### config.mk
export PLATFORM = sky130hd
export DESIGN_NAME = led_pattern_generator
export DESIGN_NICKNAME = d
export VERILOG_FILES = /design/src/sv/lpg_pkg.sv /design/src/sv/led_pattern_generator.sv /design/src/sv/lpg_cfg_regs.sv /design/src/sv/lpg_duty_unit.sv
export SDC_FILE = /design/constraint.sdc
export NUM_CORES = 1
export LEC_CHECK = 0
export ABC_AREA = 1
export BUFFER_PORTS_ARGS = -buffer_cell sky130_fd_sc_hd__buf_2
export CAP_MARGIN = 20
export CORE_ASPECT_RATIO = 0.9
export CORE_MARGIN = 4
export CORE_UTILIZATION = 55
export CTS_CLUSTER_DIAMETER = 200
export DETAILED_ROUTE_END_ITERATION = 6
export PLACE_DENSITY_LB_ADDON = 0.05
export SLEW_MARGIN = 20
export SYNTH_ARGS = -nofsm -noshare
export SYNTH_HDL_FRONTEND = slang
export SYNTH_SLANG_ARGS = --single-unit
### constraint.sdc
create_clock -name aclk -period 5.7 [get_ports aclk]
set_input_delay 0.285 -clock aclk [delete_from_list [all_inputs] [get_ports aclk]]
set_output_delay 0.285 -clock aclk [all_outputs]
set_load 0.005 [all_outputs]
### src/sv/lpg_pkg.sv
// Shared types, codes, constants and the sine table for the LED pattern generator.
// No dependencies.
package lpg_pkg;

    localparam int LED_COUNT_DEF = 8;
    localparam int PHASES        = 24;
    localparam int NUM_PROGRAMS  = 7;
    localparam int CFG_IDX_W     = 2;
    localparam int CFG_DATA_W    = 28;

    localparam logic [11:0] FULL_DUTY      = 12'd2048;
    localparam logic [6:0]  MAX_BRIGHTNESS = 7'd100;
    localparam logic [27:0] PROGRAM_MAP_RST = 28'd88753745;
    // ceil(2^21 / 25): on = (b * 2048) / 100 = (b * ON_RECIP) >> 12 for b <= 100
    localparam logic [16:0] ON_RECIP       = 17'd83887;
    localparam logic [4:0]  LAST_PHASE     = 5'(PHASES - 1);

    localparam logic [1:0] OP_TICK    = 2'd0;
    localparam logic [1:0] OP_SET     = 2'd1;
    localparam logic [1:0] OP_PROGRAM = 2'd2;

    localparam logic [CFG_IDX_W-1:0] CFG_BRIGHTNESS  = 2'd0;
    localparam logic [CFG_IDX_W-1:0] CFG_PROGRAM_MAP = 2'd1;

    localparam logic [3:0] MODE_OFF       = 4'd0;
    localparam logic [3:0] MODE_ON        = 4'd1;
    localparam logic [3:0] MODE_BLINK     = 4'd2;
    localparam logic [3:0] MODE_INV_BLINK = 4'd3;
    localparam logic [3:0] MODE_FAST      = 4'd4;
    localparam logic [3:0] MODE_SLOW      = 4'd5;
    localparam logic [3:0] MODE_DOUBLE    = 4'd6;
    localparam logic [3:0] MODE_TRIPLE    = 4'd7;
    localparam logic [3:0] MODE_BREATHE   = 4'd8;
    localparam logic [3:0] MODE_HEART     = 4'd9;
    localparam logic [3:0] MODE_STROBE    = 4'd10;

    localparam logic [2:0] PROG_INVALID = 3'(NUM_PROGRAMS);

    typedef struct packed {
        logic [1:0] op;
        logic [2:0] led_index;
        logic [3:0] mode;
        logic [2:0] program_req;
    } lpg_in_t;

    typedef struct packed {
        logic [2:0]  led_number;
        logic [11:0] duty;
        logic        last;
    } lpg_out_t;

    typedef struct packed {
        logic [11:0] on_duty;
        logic [27:0] program_map;
    } lpg_cfg_t;

    typedef enum logic {
        ST_IDLE,
        ST_EMIT
    } lpg_state_t;

    function automatic logic [16:0] sine_lut(input logic [4:0] p);
        logic [16:0] v;
        case (p)
            5'd0:    v = 17'd32768;
            5'd1:    v = 17'd41249;
            5'd2:    v = 17'd49152;
            5'd3:    v = 17'd55938;
            5'd4:    v = 17'd61146;
            5'd5:    v = 17'd64419;
            5'd6:    v = 17'd65536;
            5'd7:    v = 17'd64419;
            5'd8:    v = 17'd61146;
            5'd9:    v = 17'd55938;
            5'd10:   v = 17'd49152;
            5'd11:   v = 17'd41249;
            5'd12:   v = 17'd32768;
            5'd13:   v = 17'd24287;
            5'd14:   v = 17'd16384;
            5'd15:   v = 17'd9598;
            5'd16:   v = 17'd4390;
            5'd17:   v = 17'd1117;
            5'd18:   v = 17'd0;
            5'd19:   v = 17'd1117;
            5'd20:   v = 17'd4390;
            5'd21:   v = 17'd9598;
            5'd22:   v = 17'd16384;
            5'd23:   v = 17'd24287;
            default: v = 17'd0;
        endcase
        return v;
    endfunction

endpackage

### src/sv/led_pattern_generator.sv
// LED pattern generator top level: sequencer, phase and mode state, result register.
// Depends on lpg_pkg, lpg_cfg_regs and lpg_duty_unit.
//
//   port group   dir   handshake             payload
//   s_*          in    s_valid / s_ready     lpg_in_t  (op, led_index, mode, program_req)
//   m_*          out   m_valid / m_ready     lpg_out_t (led_number, duty, last)
//   cfg_*        in    cfg_valid / cfg_ready cfg_index, cfg_data
//
// A tick or program item makes one pass of the shared duty unit per LED after it is
// accepted; a set item makes a single pass, for its own LED.
// Each pass waits while the result register is full and m_ready is low.
// The next item is accepted once the last result has entered the result register.
// Reset is synchronous, active low; it clears phase and modes and restores the
// configuration defaults. Items that cause no result are accepted and dropped.
module led_pattern_generator #(
    parameter int LED_COUNT = lpg_pkg::LED_COUNT_DEF
) (
    input  logic                           aclk,
    input  logic                           aresetn,
    input  logic                           s_valid,
    output logic                           s_ready,
    input  lpg_pkg::lpg_in_t               s_payload,
    output logic                           m_valid,
    input  logic                           m_ready,
    output lpg_pkg::lpg_out_t              m_payload,
    input  logic                           cfg_valid,
    output logic                           cfg_ready,
    input  logic [lpg_pkg::CFG_IDX_W-1:0]  cfg_index,
    input  logic [lpg_pkg::CFG_DATA_W-1:0] cfg_data
);

    localparam int IDX_W = (LED_COUNT > 1) ? $clog2(LED_COUNT) : 1;
    localparam logic [3:0] LED_LIMIT = 4'(LED_COUNT);
    localparam logic [2:0] LAST_LED  = 3'(LED_COUNT - 1);

    lpg_pkg::lpg_cfg_t   cfg;
    lpg_pkg::lpg_state_t state_reg, state_next;
    logic [4:0]          phase_reg, phase_next;
    logic [3:0]          led_mode_reg [LED_COUNT];
    logic [3:0]          led_mode_next [LED_COUNT];
    logic [2:0]          cnt_reg, cnt_next;
    logic                single_reg, single_next;
    logic                m_valid_reg, m_valid_next;
    lpg_pkg::lpg_out_t   out_reg, out_next;
    logic                accept, item_ok, out_load, last_res;
    logic [3:0]          prog_mode, cur_mode;
    logic [11:0]         cur_duty;

    lpg_cfg_regs u_cfg (
        .aclk      (aclk),
        .aresetn   (aresetn),
        .cfg_valid (cfg_valid),
        .cfg_ready (cfg_ready),
        .cfg_index (cfg_index),
        .cfg_data  (cfg_data),
        .cfg_out   (cfg)
    );

    assign cur_mode  = led_mode_reg[cnt_reg[IDX_W-1:0]];
    assign prog_mode = cfg.program_map[5'({s_payload.program_req, 2'b00}) +: 4];

    lpg_duty_unit u_duty (
        .mode    (cur_mode),
        .phase   (phase_reg),
        .on_duty (cfg.on_duty),
        .duty    (cur_duty)
    );

    always_comb begin
        unique case (s_payload.op)
            lpg_pkg::OP_TICK:    item_ok = 1'b1;
            lpg_pkg::OP_SET:     item_ok = ({1'b0, s_payload.led_index} < LED_LIMIT);
            lpg_pkg::OP_PROGRAM: item_ok = (s_payload.program_req < lpg_pkg::PROG_INVALID);
            default:             item_ok = 1'b0;
        endcase
    end

    // outputs of the sequencer
    always_comb begin
        s_ready  = (state_reg == lpg_pkg::ST_IDLE);
        accept   = s_ready && s_valid;
        out_load = (state_reg == lpg_pkg::ST_EMIT) && (!m_valid_reg || m_ready);
        last_res = single_reg || (cnt_reg == LAST_LED);
    end

    // next state
    always_comb begin
        state_next = state_reg;
        unique case (state_reg)
            lpg_pkg::ST_IDLE: begin
                if (accept && item_ok) state_next = lpg_pkg::ST_EMIT;
            end
            lpg_pkg::ST_EMIT: begin
                if (out_load && last_res) state_next = lpg_pkg::ST_IDLE;
            end
            default: state_next = lpg_pkg::ST_IDLE;
        endcase
    end

    always_comb begin
        phase_next    = phase_reg;
        cnt_next      = cnt_reg;
        single_next   = single_reg;
        led_mode_next = led_mode_reg;
        if (accept && item_ok) begin
            cnt_next    = 3'd0;
            single_next = 1'b0;
            case (s_payload.op)
                lpg_pkg::OP_TICK: begin
                    phase_next = (phase_reg == lpg_pkg::LAST_PHASE) ? 5'd0 : phase_reg + 5'd1;
                end
                lpg_pkg::OP_SET: begin
                    cnt_next    = s_payload.led_index;
                    single_next = 1'b1;
                    led_mode_next[s_payload.led_index[IDX_W-1:0]] = s_payload.mode;
                end
                default: begin
                    for (int i = 0; i < LED_COUNT; i++) led_mode_next[i] = prog_mode;
                end
            endcase
        end else if (out_load && !last_res) begin
            cnt_next = cnt_reg + 3'd1;
        end
    end

    always_comb begin
        out_next     = out_reg;
        m_valid_next = m_valid_reg;
        if (out_load) begin
            out_next.led_number = cnt_reg;
            out_next.duty       = cur_duty;
            out_next.last       = last_res;
            m_valid_next        = 1'b1;
        end else if (m_ready) begin
            m_valid_next = 1'b0;
        end
    end

    always_ff @(posedge aclk) begin
        if (!aresetn) begin
            state_reg   <= lpg_pkg::ST_IDLE;
            phase_reg   <= 5'd0;
            cnt_reg     <= 3'd0;
            single_reg  <= 1'b0;
            m_valid_reg <= 1'b0;
            for (int i = 0; i < LED_COUNT; i++) led_mode_reg[i] <= lpg_pkg::MODE_OFF;
        end else begin
            state_reg    <= state_next;
            phase_reg    <= phase_next;
            cnt_reg      <= cnt_next;
            single_reg   <= single_next;
            m_valid_reg  <= m_valid_next;
            led_mode_reg <= led_mode_next;
        end
    end

    always_ff @(posedge aclk) begin
        out_reg <= out_next;
    end

    assign m_valid   = m_valid_reg;
    assign m_payload = out_reg;

endmodule

### src/sv/lpg_cfg_regs.sv
// Configuration registers: on duty derived from brightness, and the program map.
// Depends on lpg_pkg.
module lpg_cfg_regs (
    input  logic                             aclk,
    input  logic                             aresetn,
    input  logic                             cfg_valid,
    output logic                             cfg_ready,
    input  logic [lpg_pkg::CFG_IDX_W-1:0]    cfg_index,
    input  logic [lpg_pkg::CFG_DATA_W-1:0]   cfg_data,
    output lpg_pkg::lpg_cfg_t                cfg_out
);

    logic [11:0] on_duty_reg, on_duty_next;
    logic [27:0] program_map_reg, program_map_next;
    logic [6:0]  bright_sat;
    logic [23:0] on_prod;

    assign cfg_ready = 1'b1;

    always_comb begin
        bright_sat = (cfg_data[6:0] > lpg_pkg::MAX_BRIGHTNESS) ? lpg_pkg::MAX_BRIGHTNESS
                                                              : cfg_data[6:0];
        on_prod          = 24'(bright_sat) * 24'(lpg_pkg::ON_RECIP);
        on_duty_next     = on_duty_reg;
        program_map_next = program_map_reg;
        if (cfg_valid) begin
            unique case (cfg_index)
                lpg_pkg::CFG_BRIGHTNESS:  on_duty_next     = on_prod[23:12];
                lpg_pkg::CFG_PROGRAM_MAP: program_map_next = cfg_data[27:0];
                default: ;
            endcase
        end
    end

    always_ff @(posedge aclk) begin
        if (!aresetn) begin
            on_duty_reg     <= lpg_pkg::FULL_DUTY;
            program_map_reg <= lpg_pkg::PROGRAM_MAP_RST;
        end else begin
            on_duty_reg     <= on_duty_next;
            program_map_reg <= program_map_next;
        end
    end

    assign cfg_out.on_duty     = on_duty_reg;
    assign cfg_out.program_map = program_map_reg;

endmodule

### src/sv/lpg_duty_unit.sv
// Shared duty unit: one LED's PWM duty from its pattern code, the phase and the on duty.
// Depends on lpg_pkg.
module lpg_duty_unit (
    input  logic [3:0]  mode,
    input  logic [4:0]  phase,
    input  logic [11:0] on_duty,
    output logic [11:0] duty
);

    logic        lit;
    logic [27:0] breathe_prod;

    always_comb begin
        breathe_prod = 28'(lpg_pkg::sine_lut(phase)) * 28'(on_duty[11:1]);
        unique case (mode)
            lpg_pkg::MODE_ON:        lit = 1'b1;
            lpg_pkg::MODE_BLINK:     lit = !phase[2];
            lpg_pkg::MODE_INV_BLINK: lit = phase[2];
            lpg_pkg::MODE_FAST:      lit = !phase[0];
            lpg_pkg::MODE_SLOW:      lit = (phase < 5'd12);
            lpg_pkg::MODE_DOUBLE:    lit = (phase < 5'd2) || (phase == 5'd4) || (phase == 5'd5);
            lpg_pkg::MODE_TRIPLE:    lit = (phase < 5'd2) || (phase == 5'd4) || (phase == 5'd5)
                                           || (phase == 5'd8) || (phase == 5'd9);
            lpg_pkg::MODE_HEART:     lit = (phase == 5'd0) || (phase == 5'd3);
            lpg_pkg::MODE_STROBE:    lit = !phase[1];
            default:                 lit = 1'b0;
        endcase
        if (mode == lpg_pkg::MODE_BREATHE) begin
            duty = breathe_prod[26:15];
        end else begin
            duty = lit ? on_duty : 12'd0;
        end
    end

endmodule

After elaboration in Yosys (flattened, before gate mapping)
Memory sizes are Yosys's and may differ from the RTL's. A register that Yosys moved wholly into a read port is not among the register bits. Cells that the tools add are included. W data, S select, Z words.

Output and inout port bits: 19. Input bits: 47. Logic and storage cells: 107. Memories kept: 1. ROM bits: 544. Flip-flop bits (word level): 99.

Reductions and logical operators: 28. Bitwise gates (word level): 4. Shift operators: 1. Equality and inequality tests: 20. $add $sub $neg: 2. $mul: 2. Mux-type cells: 24. Magnitude comparators: 7.

Memories: (no name shown) (words 32, width 17, read ports 1, clocked after Yosys merged registers in 1, wr ports 0, RTL line lpg_pkg.sv:64) `case (p)`.

Operators by type and width (count): $pmux W32 S2 (1); $bwmux W32 (1); $shiftx A28 B6 Y4 (1); $mul A17 B11 Y27 (1); $mul A7 B17 Y24 const B (1); $mux W12 (2); $eq A4 B3 Y1 const B (4); $mux W5 (3); $bmux W4 S3 (1); $demux W4 S3 (1); $eq A4 B4 Y1 const B (3); $mux W4 (3); $eq A5 B3 Y1 const B (2); $eq A5 B4 Y1 const B (2); $mux W3 (3); $pmux W1 S9 (1); $eq A4 B2 Y1 const B (2); $ge A4 B4 Y1 const B (2); $not A3 Y4 (2); $reduce_and A2 Y1 (4); $gt A7 B7 Y1 const B (1); $logic_or A1 B1 Y1 (7); $mux W7 (1); $logic_and A1 B1 Y1 (6); other kinds (20) (33).

Logic depth before layout (Yosys ltp)
Gate-level depths: netlist of the first run.

Depth after elaboration: 8. Mapped depth: 25. Mapped depth without buffers: 25.

Hierarchy
Synthesis of the first run repeated with hierarchy kept, for this count alone.

Cells, all modules: 1904. Area, all modules: 13735.7 sq um.

By module, submodules not included: lpg_duty_unit (area each 6378.6 sq um, seq. area each 0.0 sq um, cells an instance 874, times used 1); lpg_cfg_regs (area each 3814.9 sq um, seq. area each 800.8 sq um, cells an instance 518, times used 1); led_pattern_generator (area each 3542.1 sq um, seq. area each 1341.3 sq um, cells an instance 512, times used 1).

Worst setup path after synthesis of the first run
No wires, ideal clock.

Kind: register -> register. Start: register u_cfg.on_duty_reg[11]. End: register out_reg, in the netlist m_payload[11], data pin. Setup time: 0.252 ns. Required time: 5.448 ns. Period minus slack after synthesis: 4.979 ns. Stages on the path, launching flop included: 23. Buffers on the path: 1. Arrival: 4.726 ns. Setup slack: 0.721 ns. Cell sequence: dfxtp_1 -> clkbuf_1 -> nand2_1 -> fa_1 -> inv_1 -> fa_1 -> inv_1 -> fa_1 -> inv_1 -> fa_1 -> inv_1 -> fa_1 -> inv_1 -> ha_1 -> a21oi_1 -> o21ai_0 -> nand2_1 -> nand2_1 -> a31oi_1 -> nand2_1 -> xor2_1 -> nand2_1 -> nand2_1.

Cells in the longest elaborated chain, start to end: 2.

Ends and longest elaborated chain: start, declared (RTL line lpg_cfg_regs.sv:13) `logic [11:0] on_duty_reg, on_duty_next;`; start signal, assigned (RTL line lpg_cfg_regs.sv:37) `on_duty_reg <= lpg_pkg::FULL_DUTY;`; start signal, assigned (RTL line lpg_cfg_regs.sv:40) `on_duty_reg <= on_duty_next;`; $mul A17 B11 Y27 (RTL line lpg_duty_unit.sv:14) `breathe_prod = 28'(lpg_pkg::sine_lut(phase)) * 28'(on_duty[11:1]);`; $mux W12 (RTL line lpg_duty_unit.sv:28) `if (mode == lpg_pkg::MODE_BREATHE) begin`; net cur_duty[10] (RTL line led_pattern_generator.sv:47) `logic [11:0] cur_duty;`; end signal, assigned (RTL line led_pattern_generator.sv:158) `out_reg <= out_next;`; end, declared (RTL line led_pattern_generator.sv:44) `lpg_pkg::lpg_out_t out_reg, out_next;`.

The timed path passes the listed nets, and every way through them passes these cells. A chain may end at the register's enable or synchronous reset.

Worst setup path in the final report of the first run
Start: register u_cfg.on_duty_reg[10]. End: register out_reg, in the netlist m_payload[11], data pin.

Cells in the longest elaborated chain, start to end: 2. Elaborated cells between the ends (all ways): 3. Classes of those cells: 1 x mul; 2 x mux.

Ends and longest elaborated chain (RTL line): $mul A17 B11 Y27 / $mux W12 (equally long branches) (lpg_duty_unit.sv:14, lpg_duty_unit.sv:31); $mux W12 * (lpg_duty_unit.sv:28); net cur_duty[10] (led_pattern_generator.sv:47).

The timed path passes the listed nets; every way through them passes the cells marked *.

==> flow_summary.toml, run 1 <==
[status]
status = "finished, final reports clean"

[cts]
ctsHoldBuffers = 0
cts.reportedPaths.clkPinSlew_ps = 90
clock_path_buffers = 2
cts_resized = 0
worst_skew_pair.late_latency_ps = 380
post_cts_buffers = 0
cts_root_buffer = "clkbuf_16"
cts.sinks = 110
cts_tree = "built"
htree_num_levels = 3
cts_made_buffers = 9

[sta]
finalHoldViolations = 0
period_minus_slack_ps = 5340
slew_headroom_pct = 31.4
max_freq_ghz = 0.187
fin_setup_tns_ps = 0
worst_slew_pin_slew_ps = 1030
setup_viol = 0
fin_crit_sh_pct = 93.6
drv_slew = 0
clock-skew-final_ps = 15.4

[yosys]
synth_top_area_share_pct = 22.4
syn-num-nets = 2161
synth_seq_cells = 110
synth_top_cell_by_area = "fa_1"
synth_most_common_cell = "inv_1"
ys_warn_count = 0
yosys-top-cells-count = "inv_1, nand2_1, fa_1"
synth_area_per_cell_um2 = 7.42
synth_flop_cell = "dfxtp_1"
synth_area_um2 = 13600
seq_area_frac_synth_pct = 17.4
synth-edff-count = 16
synthArstFlopShare_pct = 0
ys_top_cells_by_area = "fa_1, dfxtp_1, ha_1, inv_1, nand2_1"
synth_cell_types = 50
synth_cells = 1829

[power]
cellPowerDensity_nw_per_um2 = 217
clockPowerShare_pct = 22.3
p_switching_w = 0.00143
seqPwrFrac_pct = 29.2
power.leakage_nw = 8.09
ir_drop_mv = 0.195
p_int_w = 0.00171
swShare_pct = 45.5
pwr-share-comb_pct = 48.5

[floorplan]
die_h_um = 157
core_um2 = 24300
start_util_pct = 56.0
die_w_um = 174
ios = 66
dieArea_um2 = 27300
rows = 54

[finish]
final_area_um2 = 14500
layout-drive-gt1-share_pct = 8.63
largest_reg_flops = 32
layoutNonFillerInstCount = 2186
area_growth_pct = 6.86
n_antenna_cell = 0
fillers = 2332
seqCellArea_um2 = 2370
multi_input_area_um2 = 9340
layout.nets = 2205

[critical_path]
required_ps = 5840
startpoint = "u_cfg.on_duty_reg[10]"
cp.arrival_ps = 5470
worstPathCellList = "nand2_1 -> xnor2_1 -> inv_1 -> ha_1 -> o21bai_1 -> fa_1 -> fa_1 -> fa_1 -> inv_1 -> fa_1 -> inv_1 -> ha_1 -> a21oi_1 -> inv_1 -> a21oi_1 -> o21ai_0 -> a31oi_1 -> nand2_1 -> xor2_1 -> nand2_1 -> nand2_1"
r2r_end = "m_payload[11]"
r2r_slack_ps = 360
crit_type = "register to register"
r2r-start = "u_cfg.on_duty_reg[10]"
r2r_cells = 21
start_kind = "register"
cpMaxStageDelayCell = "dfxtp_1"
end_kind = "register"
cp_max_fo = 8
cpPeakStageDelay_ps = 580

[route]
via_count = 11600
via_per_inst = 5.31
firstDrtPassIters = 5
ant_nets = 0
wl_per_cell_um = 16.0
wl_mm = 35.1
drc = 0
drt_iter0_drc = 819

[placed_design]
dp.cells = 2170
io_buffers = 64
placed_area_um2 = 14200
gp_congestion = 0.907
dpl.hpwl_mm = 28.9

[flow_run]
drv_cap = 0

[global_routing]
grt_pass1_wl_mm = 58.6
antenna_found_initial = 0
grt_overflow = 0
grt_pass1_vias = 11500
grt.total_usage_pct = 26.5
grt_start_max_net_pins = 62

[worst_hold_path]
min_from = "cfg_data[10]"
hold_end = "u_cfg.program_map_reg[10]"
hold_class = "input port to register"
hold_depth = 3
placed cells by master, fill, tap and decap left out, types with 6 or more instances in the layout:
cell type / instances
nor2_1: 120
dfxtp_1: 90
o21ai_0: 99
fa_1: 152
nand4_1: 12
a31oi_1: 6
edfxtp_1: 16
o21ai_2: 8
ha_1: 133
o211ai_1: 48
xnor2_1: 7
buf_2: 64
nor3_1: 18
o21ai_1: 11
clkbuf_16: 9
inv_1: 413
o21bai_1: 9
inv_2: 14
nand3_1: 59
a21oi_1: 102
nand2_1: 381
nor2_2: 6
buf_4: 19
xor2_1: 16
how the worst max path moves through the flow:
stage,to,slack [ps]
finish,m_payload[11],360
global route,m_payload[5],-0.3
CTS,m_payload[5],130
detailed placement,m_payload[5],140
global placement,m_payload[1],140
floorplan,m_payload[11],720
power by group through the flow:
stage	clock, W	combinational [W]	sequential [W]
after floorplan	0	0.00115	0.000890
after global placement	0	0.00149	0.000934
after detailed placement	0	0.00150	0.000935
after CTS	0.000715	0.00152	0.000917
after global routing	0.000745	0.00176	0.000926
final	0.000701	0.00152	0.000918
per-layer routing:
layer	up-vias	GRT usage [%]	wire length [um]
met2	369	42.1	15100
met3	28	3.60	2200
met5	-	0	0
met4	0	5.05	459
met1	5412	39.4	17300
li1	5795	-	-
cells by family (layout without fill, tap and decap cells):
group,Yosys count,count (layout),synth area share [%]
AND/OR/NAND/NOR,623,623,19.3
adder cells (fa/ha/maj),285,285,34.7
flip-flops,110,110,17.4
other,1,1,0.0276
XOR/XNOR,23,23,1.48
buffers and inverters,481,530,13.9
AO/OA/AOI/OAI,306,306,13.2
worst max-delay path: cells and delay by family (launching register included):
kind	cells	cell delay [ps]
AND/OR/NAND/NOR	4	520
buffers and inverters	4	220
AO/OA/AOI/OAI	5	830
flip-flops	1	580
adder cells (fa/ha/maj)	6	2590
XOR/XNOR	2	370
through the flow:
stage / worst slack (ps) / hold slack (ps) / power (W) / util (%)
after floorplan: 721 / 411 / 0.00204 / -
after global placement: 139 / 444 / 0.00243 / 58.4
after detailed placement: 142 / 445 / 0.00244 / 58.4
after CTS: 133 / 110 / 0.00315 / 59.8
after global routing: -0.334 / 133 / 0.00343 / 59.8
final: 364 / 115 / 0.00314 / 59.8
area by class of cell:
class | instances | area share (%)
multi-input combinational | 1238 | 64.4
sequential | 110 | 16.3
inverter | 431 | 11.2
timing repair buffer | 83 | 3.19
tap | 308 | 2.66
clock buffer | 9 | 1.55
clock inverter | 7 | 0.664
No activity file was read; power rests on OpenSTA's default activity.
==> run 2, diff against run 1 <==
- RECOVER_POWER: not set -> 25
==> run 2 against run 1 <==
Net effect:
- the flow now finishes with violations (capacitance limit, slew limit)
- die area unchanged
- core utilization decreased by 0.15 points
- worst hold slack about the same
- sequential power about the same
- non-clock buffer count unchanged
- flip-flop and latch count unchanged
- design area decreased by 0.26%
- count of clock-buffer cells in the layout unchanged
- routed wire length increased by 0.25%
- maximum frequency increased by 0.22%
- largest cell class unchanged
==> flow_summary.toml, run 2 (synthesis gave the netlist of run 1 again) <==
[power]
cellPowerDensity_nw_per_um2 = 218
finalPower_w = 0.00315
power.leakage_nw = 8.05
ir_drop_mv = 0.195

[critical_path]
cp_max_fo = 8
r2r_cells = 22
required_ps = 5830
cp.arrival_ps = 5460
end_kind = "register"
crit_type = "register to register"
start_kind = "register"

[sta]
drv_slew = 62
worst_slew_pin_slew_ps = 2800
clock-skew-final_ps = 17.3
slew_headroom_pct = -86.5
setup_slack_ps = 376
setup_viol = 0
finalHoldViolations = 0
fin_setup_tns_ps = 0
fin_crit_sh_pct = 93.4
period_minus_slack_ps = 5320
max_freq_ghz = 0.188

[route]
wl_mm = 35.1
drt_iter0_drc = 757
firstDrtPassIters = 5
drc = 0
via_per_inst = 5.31
ant_nets = 0
via_count = 11600
wl_per_cell_um = 16.1

[floorplan]
die_h_um = 157
core_um2 = 24300
die_w_um = 174
rows = 54
ios = 66
dieArea_um2 = 27300
start_util_pct = 56.0

[placed_design]
io_buffers = 64
dp.cells = 2170
dpl.hpwl_mm = 28.9
dpl_worst_slack_ps = 142
gp_congestion = 0.907

[finish]
layout.nets = 2205
largest_reg_flops = 32
layout_commonest_cell = "inv_1"
n_antenna_cell = 0
layout_common_cells = "inv_1, nand2_1, fa_1"
area_growth_pct = 6.58
seqCellArea_um2 = 2370
layout-drive-gt1-share_pct = 7.88
layoutNonFillerInstCount = 2186
multi_input_area_um2 = 9320
fillers = 2342

[status]
status = "finished, violations left"
violations = "capacitance limit, slew limit"

[cts]
cts_made_buffers = 9
cts.sinks = 110
htree_num_levels = 3
worst_skew_pair.late_latency_ps = 380
cts_tree = "built"
ctsHoldBuffers = 0
cts.reportedPaths.clkPinSlew_ps = 90
cts_root_buffer = "clkbuf_16"
clock_path_buffers = 2

[flow_run]
drv_cap = 1

[global_routing]
antenna_found_initial = 0
grt_overflow = 0
grt_pass1_wl_mm = 58.6
grt_start_max_net_pins = 62
grt.total_usage_pct = 26.5
grt_pass1_vias = 11500

[worst_hold_path]
hold_class = "input port to register"
hold_depth = 3
[run 2: repair_timing]
item,4_1_cts,5_1_grt
setup endpoints to repair,0,9
setup buffers,0,0
gates resized for setup,0,5
[run 2: final cells by class]
class / instances / share of cell area (%)
multi-input cells: 1238 / 64.4
flip-flops and latches: 110 / 16.4
inverters: 431 / 11.2
repair buffers: 83 / 3.10
well taps: 308 / 2.66
clock buffers: 9 / 1.56
clock inverters: 7 / 0.666
[run 2: metal layers]
layer	part of all wire, %	vias to the layer above	GRT usage, %	wire length [um]
met1	50	5414	39.4	17400
met5	0	-	0	0
li1	-	5792	-	-
met3	6.1	28	3.60	2150
met4	1.3	0	5.05	474
met2	43	368	42.1	15100
[run 2: metrics by stage]
| step | util [%] | cell area (um2) | hold slack (ps) |
|---|---|---|---|
| 4_1_cts | 59.8 | 14500 | 110 |
| 2_1_floorplan | - | 13600 | 411 |
| 6_report | 59.6 | 14500 | 116 |
| 5_1_grt | 59.6 | 14500 | 133 |
| 3_5_place_dp | 58.4 | 14200 | 445 |
| 3_3_place_gp | 58.4 | 14200 | 444 |
[run 2: final timing paths]
| kind | from | endpoint | slack [ps] |
|---|---|---|---|
| worst min-delay path | cfg_data[10] | u_cfg.program_map_reg[10] | 120 |
| worst max register to register | u_cfg.on_duty_reg[10] | m_payload[5] | 380 |
| worst min register to register | u_cfg.program_map_reg[7] | u_cfg.program_map_reg[7] | 460 |
| worst max-delay path | u_cfg.on_duty_reg[10] | m_payload[5] | 380 |
[run 2: where the power goes]
part	switching [W]	internal, W	leakage [nW]
clock	0.000376	0.000330	0.157
combinational	0.000990	0.000534	6.97
sequential	0.0000680	0.000850	0.924
[run 2: critical path: stages (launching register included)]
cell,delay (ps)
dfxtp_1,570
nand2_1,310
xor2_1,250
ha_1,220
o21bai_1,170
fa_1,520
fa_1,520
fa_1,540
inv_1,50
fa_1,530
inv_1,40
ha_1,310
nand2_1,110
nor2_1,110
inv_1,60
nor3_2,230
nand2_1,90
nand2_1,100
nand2_1,90
nand2_1,70
nand2_1,50
nand3_1,70
nand2_1,50
==> run 3, diff against run 2 <==
- ABC_AREA: 1 -> 0
==> run 3 against run 2 <==
Net effect:
- the flow finishes with violations (setup timing)
- maximum frequency shrank 6.7%
- sequential share of layout area increased by 0.51 points
- register-to-register slack got worse by 380 ps
- clock power down 14%
- largest cell class unchanged
- first-iteration DRC count down 36%
- combinational power is 23% lower
- core utilization increased by 5.5 points
- critical path depth decreased by 3
- cell count down 17%
- synthesized cell count decreased by 24%
- area after synthesis down 9.1%
- routed wire length decreased by 12%
==> flow_summary.toml, run 3 <==
[critical_path]
start_kind = "register"
cp_max_fo = 6
r2r_slack_ps = -5
crit_type = "register to register"
cp.arrival_ps = 5830
required_ps = 5830
end_kind = "register"

[cts]
cts_made_buffers = 9
cts_root_buffer = "clkbuf_16"
htree_num_levels = 3
cts.sinks = 110
worst_skew_pair.late_latency_ps = 360
cts.reportedPaths.clkPinSlew_ps = 90
clock_path_buffers = 2
cts_tree = "built"

[yosys]
synth_cell_types = 72
yosys-top-cells-count = "inv_1, nand2_1, fa_1"
seq_area_frac_synth_pct = 19.2
synth_area_um2 = 12300
synth_cells = 1387
synthArstFlopShare_pct = 0
syn-num-nets = 1719
synth-edff-count = 16
synth_top_cell_by_area = "fa_1"
synth_top_area_share_pct = 24.7
synth_flop_cell = "dfxtp_1"
ys_top_cells_by_area = "fa_1, dfxtp_1, ha_1, inv_1, nand2_1"
synth_most_common_cell = "inv_1"
ys_warn_count = 0
synth_area_per_cell_um2 = 8.89
synth_seq_cells = 110

[sta]
whs_ps = 141
max_freq_ghz = 0.175
finalHoldViolations = 0
fin_setup_tns_ps = -4.71
slew_headroom_pct = 25.8
period_minus_slack_ps = 5700
setup_slack_ps = -4.71
drv_slew = 0
setup_viol = 1
worst_slew_pin_slew_ps = 1110
fin_crit_sh_pct = 100
grt_setup_unrepaired = "yes"
clock-skew-final_ps = 20.0

[finish]
layout.nets = 1840
largest_reg_flops = 32
layout-drive-gt1-share_pct = 20.8
layout_commonest_cell = "inv_1"
layout_common_cells = "inv_1, nand2_1, fa_1"
final_core_util_pct = 65.2
area_growth_pct = 15.3
fillers = 1909
n_antenna_cell = 0

[route]
firstDrtPassIters = 5
wl_mm = 30.8
drc = 0
wl_per_cell_um = 17.1
ant_nets = 0
via_per_inst = 5.44
via_count = 9816
drt_iter0_drc = 486

[global_routing]
grt_start_max_net_pins = 57
grt_pass1_wl_mm = 50.2
antenna_found_initial = 0
grt_pass1_vias = 9797
grt.total_usage_pct = 25.0
grt_overflow = 0

[worst_hold_path]
hold_class = "input port to register"

[power]
ir_drop_mv = 0.180
cellPowerDensity_nw_per_um2 = 188
power.leakage_nw = 7.06

[floorplan]
ios = 66
dieArea_um2 = 24900
rows = 51
core_um2 = 21800
start_util_pct = 56.5
die_h_um = 150
die_w_um = 166

[placed_design]
gp_congestion = 0.913
io_buffers = 64
dpl.hpwl_mm = 25.0

[status]
status = "finished, violations left"
violations = "setup timing"

[flow_run]
drv_cap = 0
-- run 3: cell count changes after synthesis, sizes merged, moves of 12 or more --
cell,change
nand2,-197
inv,-189
nor2,-63
o21ai,-50
and2,+45
nand3,-37
a21oi,-32
clkbuf,+18
nor3,-17
a211oi,+16
mux4,+13
xnor2,+12
-- run 3: cell families after synthesis --
logic type	synth area share, %
and+or+nand+nor	13.9
buffers and inverters	9.41
adders and majority gates	38.2
AOI/OAI and AO/OA	13.3
DFF	19.2
xor gates and xnor gates	2.40
muxes	3.62
other	0.0304
-- run 3: layer usage --
layer	up-vias	GRT usage, %	share of wire [%]
li1	4766	-	-
met1	4737	36.8	47
met2	267	38.8	45
met3	46	3.72	5.3
met4	0	6.85	2.5
met5	-	0	0
-- run 3: final timing paths --
check	startpoint	endpoint	cells after the start
worst max-delay path	register	m_payload[11]	19
worst min-delay path	cfg_data[19]	u_cfg.program_map_reg[19]	3
worst max register to register	register	m_payload[11]	19
worst min register to register	u_cfg.program_map_reg[1]	u_cfg.program_map_reg[1]	2
-- run 3: area by class of cell --
| type | count | area (um2) | area share, % |
|---|---|---|---|
| Inverter | 242 | 908 | 6.39 |
| Clock buffer | 10 | 229 | 1.61 |
| Sequential cell | 110 | 2400 | 16.9 |
| Tap cell | 291 | 364 | 2.56 |
| Clock inverter | 6 | 50.0 | 0.352 |
| Timing Repair Buffer | 168 | 1110 | 7.84 |
| Multi-Input combinational cell | 977 | 9160 | 64.4 |
-- run 3: critical path: stages (launching register included) --
cell	delay (ps)
dfxtp_4	410
buf_8	150
nand2_2	80
fa_1	540
fa_1	460
fa_1	550
inv_1	50
fa_1	530
inv_1	50
fa_1	530
inv_1	40
ha_1	300
o21a_1	200
o21bai_2	190
a311oi_2	140
a311o_2	500
buf_6	160
a211oi_4	280
xnor2_1	110
a22o_1	190
-- run 3: through the flow --
| step | setup WS, ps | std cells | instance area [um2] | power, W |
|---|---|---|---|---|
| 6_report | -4.71 | 1804 | 14200 | 0.00268 |
| 5_1_grt | -142 | 1804 | 14200 | 0.00290 |
| 4_1_cts | 1.26 | 1797 | 14000 | 0.00268 |
| 3_5_place_dp | -226 | 1778 | 13500 | 0.00205 |
| 3_3_place_gp | -171 | 1778 | 13500 | 0.00204 |
| 2_1_floorplan | 6.87 | 1387 | 12300 | 0.00172 |
-- run 3: power by group --
group	internal, W	switching [W]
sequential	0.000842	0.0000563
clock	0.000304	0.000304
combinational	0.000517	0.000656
total	0.00166	0.00102
-- run 3: repair_timing --
item	4_1_cts	5_1_grt
hold buffers	0	0
endpoints found under the setup margin	7	11
resized for setup	52	76
gates cloned	0	1
endpoints found under the hold margin	0	0
pin swaps	24	45
buffers inserted	3	5
